==> src/rtl/core/fcbd_pkg.sv <==
package fcbd_pkg;

  typedef enum logic [1:0] {
    KIND_NEW  = 2'd0,
    KIND_CHAR = 2'd1,
    KIND_ERR  = 2'd2
  } kind_t;

  typedef enum logic [1:0] {
    OP_LOAD    = 2'd0,
    OP_BYTE    = 2'd1,
    OP_RESTART = 2'd2,
    OP_NONE    = 2'd3
  } op_t;

  localparam int unsigned BIGRAM_BASE = 128;
  localparam int unsigned TABLE_DEPTH = 128;
  localparam int unsigned TABLE_IDX_W = 7;

endpackage

==> src/rtl/core/front_coded_bigram_path_decoder_unit.sv <==
// Throughput: one input transaction per cycle while the result queue holds at most two
// results; bigram bytes give two results, and the output side drains one result per
// cycle through a 4-entry result queue while out_ready is high.
// The bigram table is a 128 x 16 memory read with a registered port at input accept.
// Reset (rst, synchronous, active high) clears the decoder state and the queue;
// bigram table contents are undefined until loaded.
module front_coded_bigram_path_decoder_unit #(
  parameter int PATH_LENGTH_MAX = 1024,
  parameter int DELTA_BIAS      = 14,
  parameter int SWITCH_CODE     = 30,
  parameter int ESCAPE_CODE     = 31,
  parameter int WORD_BYTES      = 4,
  localparam int POS_W          = $clog2(PATH_LENGTH_MAX + 1)
) (
  input  logic               clk,
  input  logic               rst,
  input  logic               in_valid,
  output logic               in_ready,
  input  logic [1:0]         operation,
  input  logic [7:0]         data_byte,
  input  logic [6:0]         table_index,
  input  logic [7:0]         table_first,
  input  logic [7:0]         table_second,
  input  logic [POS_W-1:0]   start_count,
  input  logic               skip_first,
  output logic               out_valid,
  input  logic               out_ready,
  output fcbd_pkg::kind_t    kind,
  output logic [POS_W-1:0]   position,
  output logic [7:0]         value,
  output logic               last
);
  import fcbd_pkg::*;

  localparam int WORD_W     = 8 * WORD_BYTES;
  localparam int SUM_W      = WORD_W + 2;
  localparam int FIFO_DEPTH = 4;
  localparam int PTR_W      = 2;
  localparam int CNT_W      = 3;

  localparam logic [POS_W-1:0]        PATH_MAX_P = POS_W'(PATH_LENGTH_MAX);
  localparam logic signed [SUM_W-1:0] BIAS_S     = SUM_W'(DELTA_BIAS);
  localparam logic signed [SUM_W-1:0] MAX_S      = SUM_W'(PATH_LENGTH_MAX);
  localparam logic [7:0]              SWITCH_B   = 8'(SWITCH_CODE);
  localparam logic [7:0]              ESCAPE_B   = 8'(ESCAPE_CODE);

  // bigram table
  logic [15:0] bigram_mem [TABLE_DEPTH];
  logic [15:0] bigram_rd;

  // input register
  logic             a_valid;
  logic [1:0]       a_op;
  logic [7:0]       a_byte;
  logic [POS_W-1:0] a_start;
  logic             a_skip;
  logic             a_take;
  logic             in_accept;

  // decoder state
  logic [POS_W-1:0]  prefix_length, prefix_next;
  logic [POS_W-1:0]  write_position, write_position_next;
  logic              literal_pending, literal_pending_next;
  logic [2:0]        word_bytes_left, word_bytes_left_next;
  logic [WORD_W-1:0] word_acc, word_acc_next;
  logic              skip_pending, skip_pending_next;

  // results of the current transaction
  logic [1:0]        n_res;
  kind_t             r0_kind, r1_kind, d_kind;
  logic [POS_W-1:0]  r0_pos, r1_pos;
  logic [7:0]        r0_val, r1_val;
  logic [7:0]        ch0, ch1;
  logic              do_delta, do_char, two_chars;
  logic [WORD_W-1:0] acc_shift;
  logic signed [SUM_W-1:0] delta, sum;
  logic [POS_W-1:0]  wp_mid;

  // result queue
  kind_t            q_kind [FIFO_DEPTH];
  logic [POS_W-1:0] q_pos  [FIFO_DEPTH];
  logic [7:0]       q_val  [FIFO_DEPTH];
  logic             q_last [FIFO_DEPTH];
  logic [PTR_W-1:0] q_head, q_tail;
  logic [CNT_W-1:0] q_count;
  logic             q_pop;
  logic [1:0]       n_push;

  assign in_accept = in_valid && in_ready;
  assign a_take    = a_valid && (q_count <= CNT_W'(FIFO_DEPTH - 2));
  assign in_ready  = !a_valid || a_take;

  always_ff @(posedge clk) begin
    if (in_accept && operation == OP_LOAD) begin
      bigram_mem[table_index] <= {table_first, table_second};
    end
    if (in_accept) begin
      bigram_rd <= bigram_mem[data_byte[TABLE_IDX_W-1:0]];
      a_op      <= operation;
      a_byte    <= data_byte;
      a_start   <= start_count;
      a_skip    <= skip_first;
    end
  end

  always_ff @(posedge clk) begin
    if (rst) begin
      a_valid <= 1'b0;
    end else if (in_accept) begin
      a_valid <= 1'b1;
    end else if (a_take) begin
      a_valid <= 1'b0;
    end
  end

  always_comb begin
    prefix_next          = prefix_length;
    write_position_next  = write_position;
    literal_pending_next = literal_pending;
    word_bytes_left_next = word_bytes_left;
    word_acc_next        = word_acc;
    skip_pending_next    = skip_pending;
    n_res     = 2'd0;
    r0_kind   = KIND_NEW;
    r0_pos    = '0;
    r0_val    = 8'd0;
    r1_kind   = KIND_NEW;
    r1_pos    = '0;
    r1_val    = 8'd0;
    d_kind    = KIND_NEW;
    ch0       = a_byte;
    ch1       = 8'd0;
    do_delta  = 1'b0;
    do_char   = 1'b0;
    two_chars = 1'b0;
    wp_mid    = write_position;
    acc_shift = {word_acc[WORD_W-9:0], a_byte};
    delta     = $signed({{(SUM_W-8){1'b0}}, a_byte}) - BIAS_S;

    case (a_op)
      OP_BYTE: begin
        if (word_bytes_left != 3'd0) begin
          word_acc_next        = acc_shift;
          word_bytes_left_next = word_bytes_left - 3'd1;
          if (word_bytes_left == 3'd1) begin
            word_acc_next = '0;
            delta    = $signed({{2{acc_shift[WORD_W-1]}}, acc_shift}) - BIAS_S;
            do_delta = 1'b1;
          end
        end else if (literal_pending) begin
          literal_pending_next = 1'b0;
          do_char              = 1'b1;
        end else if (a_byte == SWITCH_B) begin
          word_bytes_left_next = 3'(WORD_BYTES);
          word_acc_next        = '0;
        end else if (a_byte < ESCAPE_B) begin
          do_delta = 1'b1;
        end else if (a_byte == ESCAPE_B) begin
          literal_pending_next = 1'b1;
        end else if (a_byte >= 8'(BIGRAM_BASE)) begin
          do_char   = 1'b1;
          two_chars = 1'b1;
          ch0       = bigram_rd[15:8];
          ch1       = bigram_rd[7:0];
        end else begin
          do_char = 1'b1;
        end
      end
      OP_RESTART: begin
        prefix_next          = (a_start > PATH_MAX_P) ? PATH_MAX_P : a_start;
        write_position_next  = (a_start > PATH_MAX_P) ? PATH_MAX_P : a_start;
        skip_pending_next    = a_skip;
        literal_pending_next = 1'b0;
        word_bytes_left_next = 3'd0;
        word_acc_next        = '0;
      end
      default: ;
    endcase

    sum = $signed({{(SUM_W-POS_W){1'b0}}, prefix_length}) + delta;

    if (do_delta) begin
      if (!skip_pending) begin
        if (sum < 0) begin
          prefix_next = '0;
          d_kind      = KIND_ERR;
        end else if (sum > MAX_S) begin
          prefix_next = PATH_MAX_P;
          d_kind      = KIND_ERR;
        end else begin
          prefix_next = sum[POS_W-1:0];
        end
      end
      skip_pending_next   = 1'b0;
      write_position_next = prefix_next;
      r0_kind = d_kind;
      r0_pos  = prefix_next;
      n_res   = 2'd1;
    end

    if (do_char) begin
      if (write_position < PATH_MAX_P) begin
        r0_kind = KIND_CHAR;
        r0_pos  = write_position;
        r0_val  = ch0;
        wp_mid  = write_position + POS_W'(1);
      end else begin
        r0_kind = KIND_ERR;
        r0_pos  = PATH_MAX_P;
        wp_mid  = PATH_MAX_P;
      end
      write_position_next = wp_mid;
      n_res = 2'd1;
      if (two_chars) begin
        if (wp_mid < PATH_MAX_P) begin
          r1_kind = KIND_CHAR;
          r1_pos  = wp_mid;
          r1_val  = ch1;
          write_position_next = wp_mid + POS_W'(1);
        end else begin
          r1_kind = KIND_ERR;
          r1_pos  = PATH_MAX_P;
          write_position_next = PATH_MAX_P;
        end
        n_res = 2'd2;
      end
    end
  end

  always_ff @(posedge clk) begin
    if (rst) begin
      prefix_length   <= '0;
      write_position  <= '0;
      literal_pending <= 1'b0;
      word_bytes_left <= 3'd0;
      word_acc        <= '0;
      skip_pending    <= 1'b0;
    end else if (a_take) begin
      prefix_length   <= prefix_next;
      write_position  <= write_position_next;
      literal_pending <= literal_pending_next;
      word_bytes_left <= word_bytes_left_next;
      word_acc        <= word_acc_next;
      skip_pending    <= skip_pending_next;
    end
  end

  assign n_push = a_take ? n_res : 2'd0;
  assign q_pop  = out_valid && out_ready;

  always_ff @(posedge clk) begin
    if (n_push != 2'd0) begin
      q_kind[q_tail] <= r0_kind;
      q_pos[q_tail]  <= r0_pos;
      q_val[q_tail]  <= r0_val;
      q_last[q_tail] <= (n_push == 2'd1);
    end
    if (n_push == 2'd2) begin
      q_kind[q_tail + PTR_W'(1)] <= r1_kind;
      q_pos[q_tail + PTR_W'(1)]  <= r1_pos;
      q_val[q_tail + PTR_W'(1)]  <= r1_val;
      q_last[q_tail + PTR_W'(1)] <= 1'b1;
    end
  end

  always_ff @(posedge clk) begin
    if (rst) begin
      q_head  <= '0;
      q_tail  <= '0;
      q_count <= '0;
    end else begin
      q_tail  <= q_tail + PTR_W'(n_push);
      q_head  <= q_head + PTR_W'(q_pop);
      q_count <= q_count + CNT_W'(n_push) - CNT_W'(q_pop);
    end
  end

  assign out_valid = (q_count != '0);
  assign kind      = q_kind[q_head];
  assign position  = q_pos[q_head];
  assign value     = q_val[q_head];
  assign last      = q_last[q_head];

  a_queue_bound: assert property (@(posedge clk) disable iff (rst)
    q_count <= CNT_W'(FIFO_DEPTH))
    else $error("result queue overflow");

  a_pos_range: assert property (@(posedge clk) disable iff (rst)
    write_position <= PATH_MAX_P && prefix_length <= PATH_MAX_P)
    else $error("path position out of range");

  a_mode_excl: assert property (@(posedge clk) disable iff (rst)
    !(literal_pending && word_bytes_left != 3'd0))
    else $error("literal pending inside switch word");

  a_new_zero: assert property (@(posedge clk) disable iff (rst)
    (out_valid && kind != KIND_CHAR) |-> value == 8'd0)
    else $error("nonzero value on non-character result");

endmodule

==> config.mk <==
export PLATFORM = sky130hd
export DESIGN_NAME = front_coded_bigram_path_decoder_unit
export DESIGN_NICKNAME = d
export VERILOG_FILES = /design/src/rtl/core/fcbd_pkg.sv /design/src/rtl/core/front_coded_bigram_path_decoder_unit.sv
export SDC_FILE = /design/constraint.sdc
export NUM_CORES = 2
export LEC_CHECK = 0
export BUFFER_PORTS_ARGS = -buffer_cell sky130_fd_sc_hd__buf_2
export CAP_MARGIN = 0
export CORE_UTILIZATION = 50
export DETAILED_ROUTE_END_ITERATION = 8
export PLACE_DENSITY = 0.66
export SYNTH_ARGS = -nofsm -noshare
export SYNTH_HDL_FRONTEND = slang
export SYNTH_SLANG_ARGS = --single-unit
==> constraint.sdc <==
create_clock -name clk -period 7 [get_ports clk]
set_input_delay 2.1 -clock clk [delete_from_list [all_inputs] [get_ports clk]]
set_output_delay 2.1 -clock clk [all_outputs]
set_load 0.02 [all_outputs]
Word-level counts from Yosys, hierarchy flattened
Memories as Yosys holds them, arrays and structs flattened. A register that Yosys moved wholly into a read port is not among the register bits. Index checks and enable logic that the tools add are counted. Widths: inputs -> output; s select.

Add/subtract/negate cells: 11. $mul: 0. Divide/modulo/power cells: 0. $lt $le $gt $ge: 8. Equal/unequal tests: 10. Shift operators: 0. Muxes and demuxes: 102. Bitwise logic cells: 0. Reductions and logical operators: 18.

Operator list (count): $mux 11 (19); $mux 8 (19); $mux 34 (3); $mux 24 (4); $pmux 24 s2 (1); $mux 1 (35); $add 12x34->34 (1); $gt 34x12->1 const B (1); $lt 34x1->1 const B (1); $sub 32x5->33 const B (1); $mux 2 (16); $add 11x1->11 const B (2); $lt 11x11->1 const B (2); $eq 8x5->1 const B (2); $gt 11x11->1 const B (1); $mux 3 (3); $reduce_bool 3->1 (3); $sub 8x4->9 const B (1); $ge 8x8->1 const B (1); $lt 8x5->1 const B (1); $reduce_bool 2->1 (4); $ne 3x3->1 const B (2); $pmux 3 s2 (1); $eq 2x1->1 const B (2); other kinds (18) (23).

Register bits: 81. Latch bits: 0. Memory bits (writable): 2136. Bits in read-only memories: 0. Memories: 5.

Memory list: bigram_mem (words 128, bits a word 16, rd ports 1, clocked after memory_dff 1, wr ports 1, RTL line front_coded_bigram_path_decoder_unit.sv:48) `logic [15:0] bigram_mem [TABLE_DEPTH];`; q_pos (words 4, bits a word 11, rd ports 1, clocked after memory_dff 1, wr ports 2, RTL line front_coded_bigram_path_decoder_unit.sv:81) `logic [POS_W-1:0] q_pos [FIFO_DEPTH];`; q_val (words 4, bits a word 8, rd ports 1, clocked after memory_dff 1, wr ports 2, RTL line front_coded_bigram_path_decoder_unit.sv:82) `logic [7:0] q_val [FIFO_DEPTH];`; q_kind (words 4, bits a word 2, rd ports 1, clocked after memory_dff 1, wr ports 2, RTL line front_coded_bigram_path_decoder_unit.sv:80) `kind_t q_kind [FIFO_DEPTH];`; q_last (words 4, bits a word 1, rd ports 1, clocked after memory_dff 1, wr ports 2, RTL line front_coded_bigram_path_decoder_unit.sv:83) `logic q_last [FIFO_DEPTH];`.

Longest topological paths before layout
Depth after elaboration: 14. Mapped depth: 22. Depth with buffers taken out: 18.

Least setup slack after synthesis
Ideal clock, no wire load.

Kind: input to register. From: in data_byte[0]. To: reg bigram_rd[0] (read register of bigram_mem), data pin. Library setup time: 260 ps. Arrival time: 4913 ps. Required time: 6740 ps. Setup slack: 1827 ps. Cell stages on the path: 7. Buffers on the path: 3. Cells stage by stage: clkbuf_1 clkbuf_1 buf_1 mux4_2 mux4_2 mux4_2 mux2_2.

RTL lines: start, declared (RTL line front_coded_bigram_path_decoder_unit.sv:20) `input logic [7:0] data_byte,`; end, declared (RTL line front_coded_bigram_path_decoder_unit.sv:49) `logic [15:0] bigram_rd;`.

==> run summary <==
The flow ran to the end, and the final reports show no timing, DRC or antenna violations. Root buffer selected by CTS: sky130_fd_sc_hd__clkbuf_16. The number of max-capacitance violations reported was 0; the count of fill cells added during filler insertion was 12830. The first global-routing pass estimated 321600 µm of wire.

For the worst-skew pair, the clock arrives at the later sink with an insertion delay of 880 ps. The logs give 0 for the count of hold buffers inserted by post-cts repair and 0 for the final number of max-transition violations. After the first detailed-routing iteration, the DRC count stood at 5632. The tools report the startpoint of the worst register-to-register path as a_byte[1]$_DFFE_PP_. For this run, design rule violations remaining after detail routing come to 0. STA puts the critical path data arrival time at 6560 ps. The number of instances on the worst hold path is 2.

Clock skew on the completed layout was measured at 42.98 ps. For this run the aggregate overflow at the end of global routing stands at 0. The class of the tightest hold or removal check was reg2reg. Pin placement for this block handled 73 I/O pins.

The number of cells on the worst reg-to-reg path is 18, and the average wire per standard cell is 31.38 µm. The number of global-route vias before repair is 44790, and the area of the core region is 176900 µm². Leaving out fill and tap cells, the most frequent cell in the layout is sky130_fd_sc_hd__edfxtp_1. The slowest stage of the critical path is the sky130_fd_sc_hd__nor4_4 cell. Walking the worst path, the cells encountered are a311oi_1 > nand2_1 > nand2_1 > o311ai_0 > o21ai_0 > ha_1 > nand3_1 > nor2_1 > o211ai_1 > a221oi_1 > nand4_1 > nor3_4 > xor2_1 > a211o_1 > nor4_4 > buf_4 > nand4_4 > a22oi_1. STA classifies the critical path endpoint as a flip-flop. The switching power is 6.400 mW, and the count of flip-flops with a built-in enable after synthesis is 2170. The logs give 4273 for the synthesized netlist cell count and 1150 ps for the setup slack on the worst flop-to-flop path.

The relative slew slack came out at 11.57%. The mean instance size in the synthesized netlist came out at 20.93 µm². The number of nets in the synthesized netlist is 4344. The shortest period the worst path allows was 5852 ps; the standard cell area after detailed placement was 94150 µm².

Number of routed nets with antenna violations: 0. The detailed-route via count is 45190, and the maximum number of pins on one net before global-route repair is 113. The post-route standard cell area excluding fillers was 101200 µm²; the initial standard-cell utilization of the core was 50.57%. Cells with a size suffix above 1 make up 29.66% of the layout.

In this run the vertical extent of the chip is 425.0 µm. The cell accounting for the most synthesized area is sky130_fd_sc_hd__edfxtp_1. The largest fanout of any net on the critical path came out at 15. The worst register-to-register path ends at q_pos[3][4]$_DFFE_PP_. The run gives 170.9 MHz as the highest achievable clock rate.

The tools report the hold path endpoint as word_acc[23]$_SDFFE_PP0P_. The count of different cell masters after synthesis is 84. For the synthesized area, the log shows 89450 µm².

The clock passes through at most 3 buffers. Setup violations remaining at the end of the flow were counted as 0. Registers are responsible for 52.4% of the overall power. The logs give 14 for the number of antenna violations at the first check in global routing and 2233 for the clock sink count.

The synthesized design contains 2233 register bits. The number of I/O port buffers works out to 72. The run gives 4637 as the number of nets in the layout.

In the finished design, the share of the clock period the worst path needs comes to 83.60%. The number of gates given a new drive strength after cts was 0. For the count of buffers added by post-CTS timing repair for setup, the log shows 0. The number of optimization iterations in the first detailed-route pass was 6; the number of H-tree levels was 4. The tools report the launch point of the worst hold path as word_acc[23]$_SDFFE_PP0P_. The run gives 0 as the number of hold-slack violations in the final timing report.

Leaving out fill and tap cells, the most frequent cells in the layout are sky130_fd_sc_hd__edfxtp_1, sky130_fd_sc_hd__mux4_2, sky130_fd_sc_hd__buf_4, sky130_fd_sc_hd__clkbuf_16, sky130_fd_sc_hd__nor2_1. The delay contributed by the slowest stage of the critical path came out at 750 ps. At the end of routability-driven placement, the weighted congestion stood at 0.8775. Setup repair after global routing left no endpoint under its margin.

The clock slew seen by the registers of the worst setup and hold paths was 60 ps; the chip width was 425.0 µm. The setup path with the least slack is of type reg2reg. The slew at the pin with the worst max-slew slack was 1327 ps; the required time of the critical path was 7710 ps.

For the die area, the log shows 180600 µm². The tools report the static leakage as 31.83 nW. The largest vdd supply drop was 0.2419 mV. The internal power of the cells totals 21.94 mW. The leading register cell type out of synthesis was sky130_fd_sc_hd__edfxtp_1. The run gives 222900 µm as the aggregate routed wire length. TritonCTS built the clock tree.

Per report_power, the clock group accounts for 40.4% of the total. During synthesis, Yosys emitted a total of 0 warnings. Once layout is complete, the utilization of the core stands at 57.19%.

Across all hold checks on the routed design, the worst slack comes to 461.2 ps. The sequential element share of the synthesized area was 74.26%; the share of async-settable or async-resettable flops after synthesis was 0%. The logs give 154 for the floorplan row count and 0 ps for the setup total negative slack.

Counting stages on the worst path, the most repeated cell is sky130_fd_sc_hd__nand2_1. The run gives 218 as the number of CTS-inserted buffers. Type of element launching the critical path: a flip-flop. The via count normalized by instance count is 6.363, and the synthesis-to-layout area growth is 13.09%.

By area the synthesized netlist is led by sky130_fd_sc_hd__edfxtp_1, sky130_fd_sc_hd__mux4_2, sky130_fd_sc_hd__dfxtp_1. In this run the power density over the cells is 280.1 nW/µm². Global routing consumed, over all layers together, 25.00% of the routing resources. The combinational group share of total power is 7.2%. The detailed placer's ending HPWL is 134300 µm, and the switching part of the total is 22.58%. The synthesized design devotes to its leading area cell type 72.85% of total area.
-- Yosys cell counts (27+ instances only) --
cell and number:
sky130_fd_sc_hd__nand2_1 170, sky130_fd_sc_hd__a21oi_1 80, sky130_fd_sc_hd__nand3_1 75, sky130_fd_sc_hd__dfxtp_1 63, sky130_fd_sc_hd__mux4_2 694, sky130_fd_sc_hd__clkbuf_1 167
sky130_fd_sc_hd__o21ai_0 71, sky130_fd_sc_hd__buf_1 70, sky130_fd_sc_hd__xnor2_1 27, sky130_fd_sc_hd__edfxtp_1 2170, sky130_fd_sc_hd__a31oi_1 32, sky130_fd_sc_hd__nor2_1 243
-- power by group through the flow --
| stage | clock network, mW | registers, mW | logic, mW |
|---|---|---|---|
| 3_5_place_dp | 0 | 15.1 | 2.06 |
| 5_1_grt | 12.1 | 14.8 | 2.17 |
| 4_1_cts | 11.6 | 14.8 | 2.06 |
| 6_report | 11.5 | 14.8 | 2.05 |
| 2_1_floorplan | 0 | 15.1 | 1.25 |
| 3_3_place_gp | 0 | 15.1 | 2.03 |
-- worst max-delay path, delay by kind of cell (launching register included) --
family                     cells  cell delay (ps)
and+or+nand+nor                8             2480
AOI/OAI and AO/OA              7             2060
DFF                            1              550
buffers and inverters          1              270
adders and majority gates      1              210
xor gates and xnor gates       1              110
-- logic make-up after synthesis --
kind of cell	after synthesis	share of synthesized area, %
buffers and inverters	265	1.132
DFF	2233	74.26
AOI/OAI and AO/OA	315	2.336
muxes	726	17.86
and+or+nand+nor	661	3.596
adders and majority gates	22	0.3245
xor gates and xnor gates	51	0.4993
-- layout make-up --
cell class                 count  area (µm²)  share of cell area, %
multi-input combinational   1775       22150                  21.90
timing repair buffer         314        2554                  2.524
sequential                  2233       66420                  65.66
clock inverter               142        1323                  1.307
tap                         2340        2928                  2.894
antenna                        5       12.51                0.01237
inverter                      24       90.09                0.08905
clock buffer                 269        5678                  5.613
-- flip-flops by register name, indices dropped and copies added (netlist names) --
signal,cells
q_val,32
a_start,11
a_valid,1
literal_pending,1
a_op,2
skip_pending,1
word_acc,24
q_head,2
word_bytes_left,3
bigram_rd,16
q_count,3
bigram_mem,2048
a_skip,1
prefix_length,11
q_pos,44
q_last,4
a_byte,8
q_kind,8
q_tail,2
write_position,11
-- routing by layer --
layer  part of all wire [%]  global-route usage (%)  vias up
met5                  0.016                       0        -
met4                    2.5                   6.924        6
met3                    8.1                   4.291      326
met2                     49                   40.29     2083
met1                     40                   35.50    24210
li1                       -                       -    18570
-- stage by stage --
step | power, mW | worst slack [ps] | cells
finish | 28.34 | 1148 | 7102
global placement | 17.15 | 1247 | 6686
floorplan | 16.32 | 1827 | 4273
CTS | 28.49 | 1234 | 7097
detailed placement | 17.18 | 1242 | 6686
global route | 29.13 | 631.2 | 7098
-- worst max-delay path by stage --
stage / start / end / slack (ps) / depth (start not counted)
after global placement: a_byte[1]$_DFFE_PP_ / q_kind[0][1]$_DFFE_PP_ / 1250 / 17
final: a_byte[1]$_DFFE_PP_ / q_pos[3][4]$_DFFE_PP_ / 1150 / 18
after global routing: a_byte[1]$_DFFE_PP_ / q_pos[3][4]$_DFFE_PP_ / 630 / 18
after detailed placement: a_byte[1]$_DFFE_PP_ / q_pos[3][4]$_DFFE_PP_ / 1240 / 18
after floorplan: data_byte[0] / bigram_rd[0]$_DFFE_PP_ / 1830 / 7
after CTS: a_byte[1]$_DFFE_PP_ / q_pos[3][4]$_DFFE_PP_ / 1230 / 18
(Power assumes the default switching activity.)
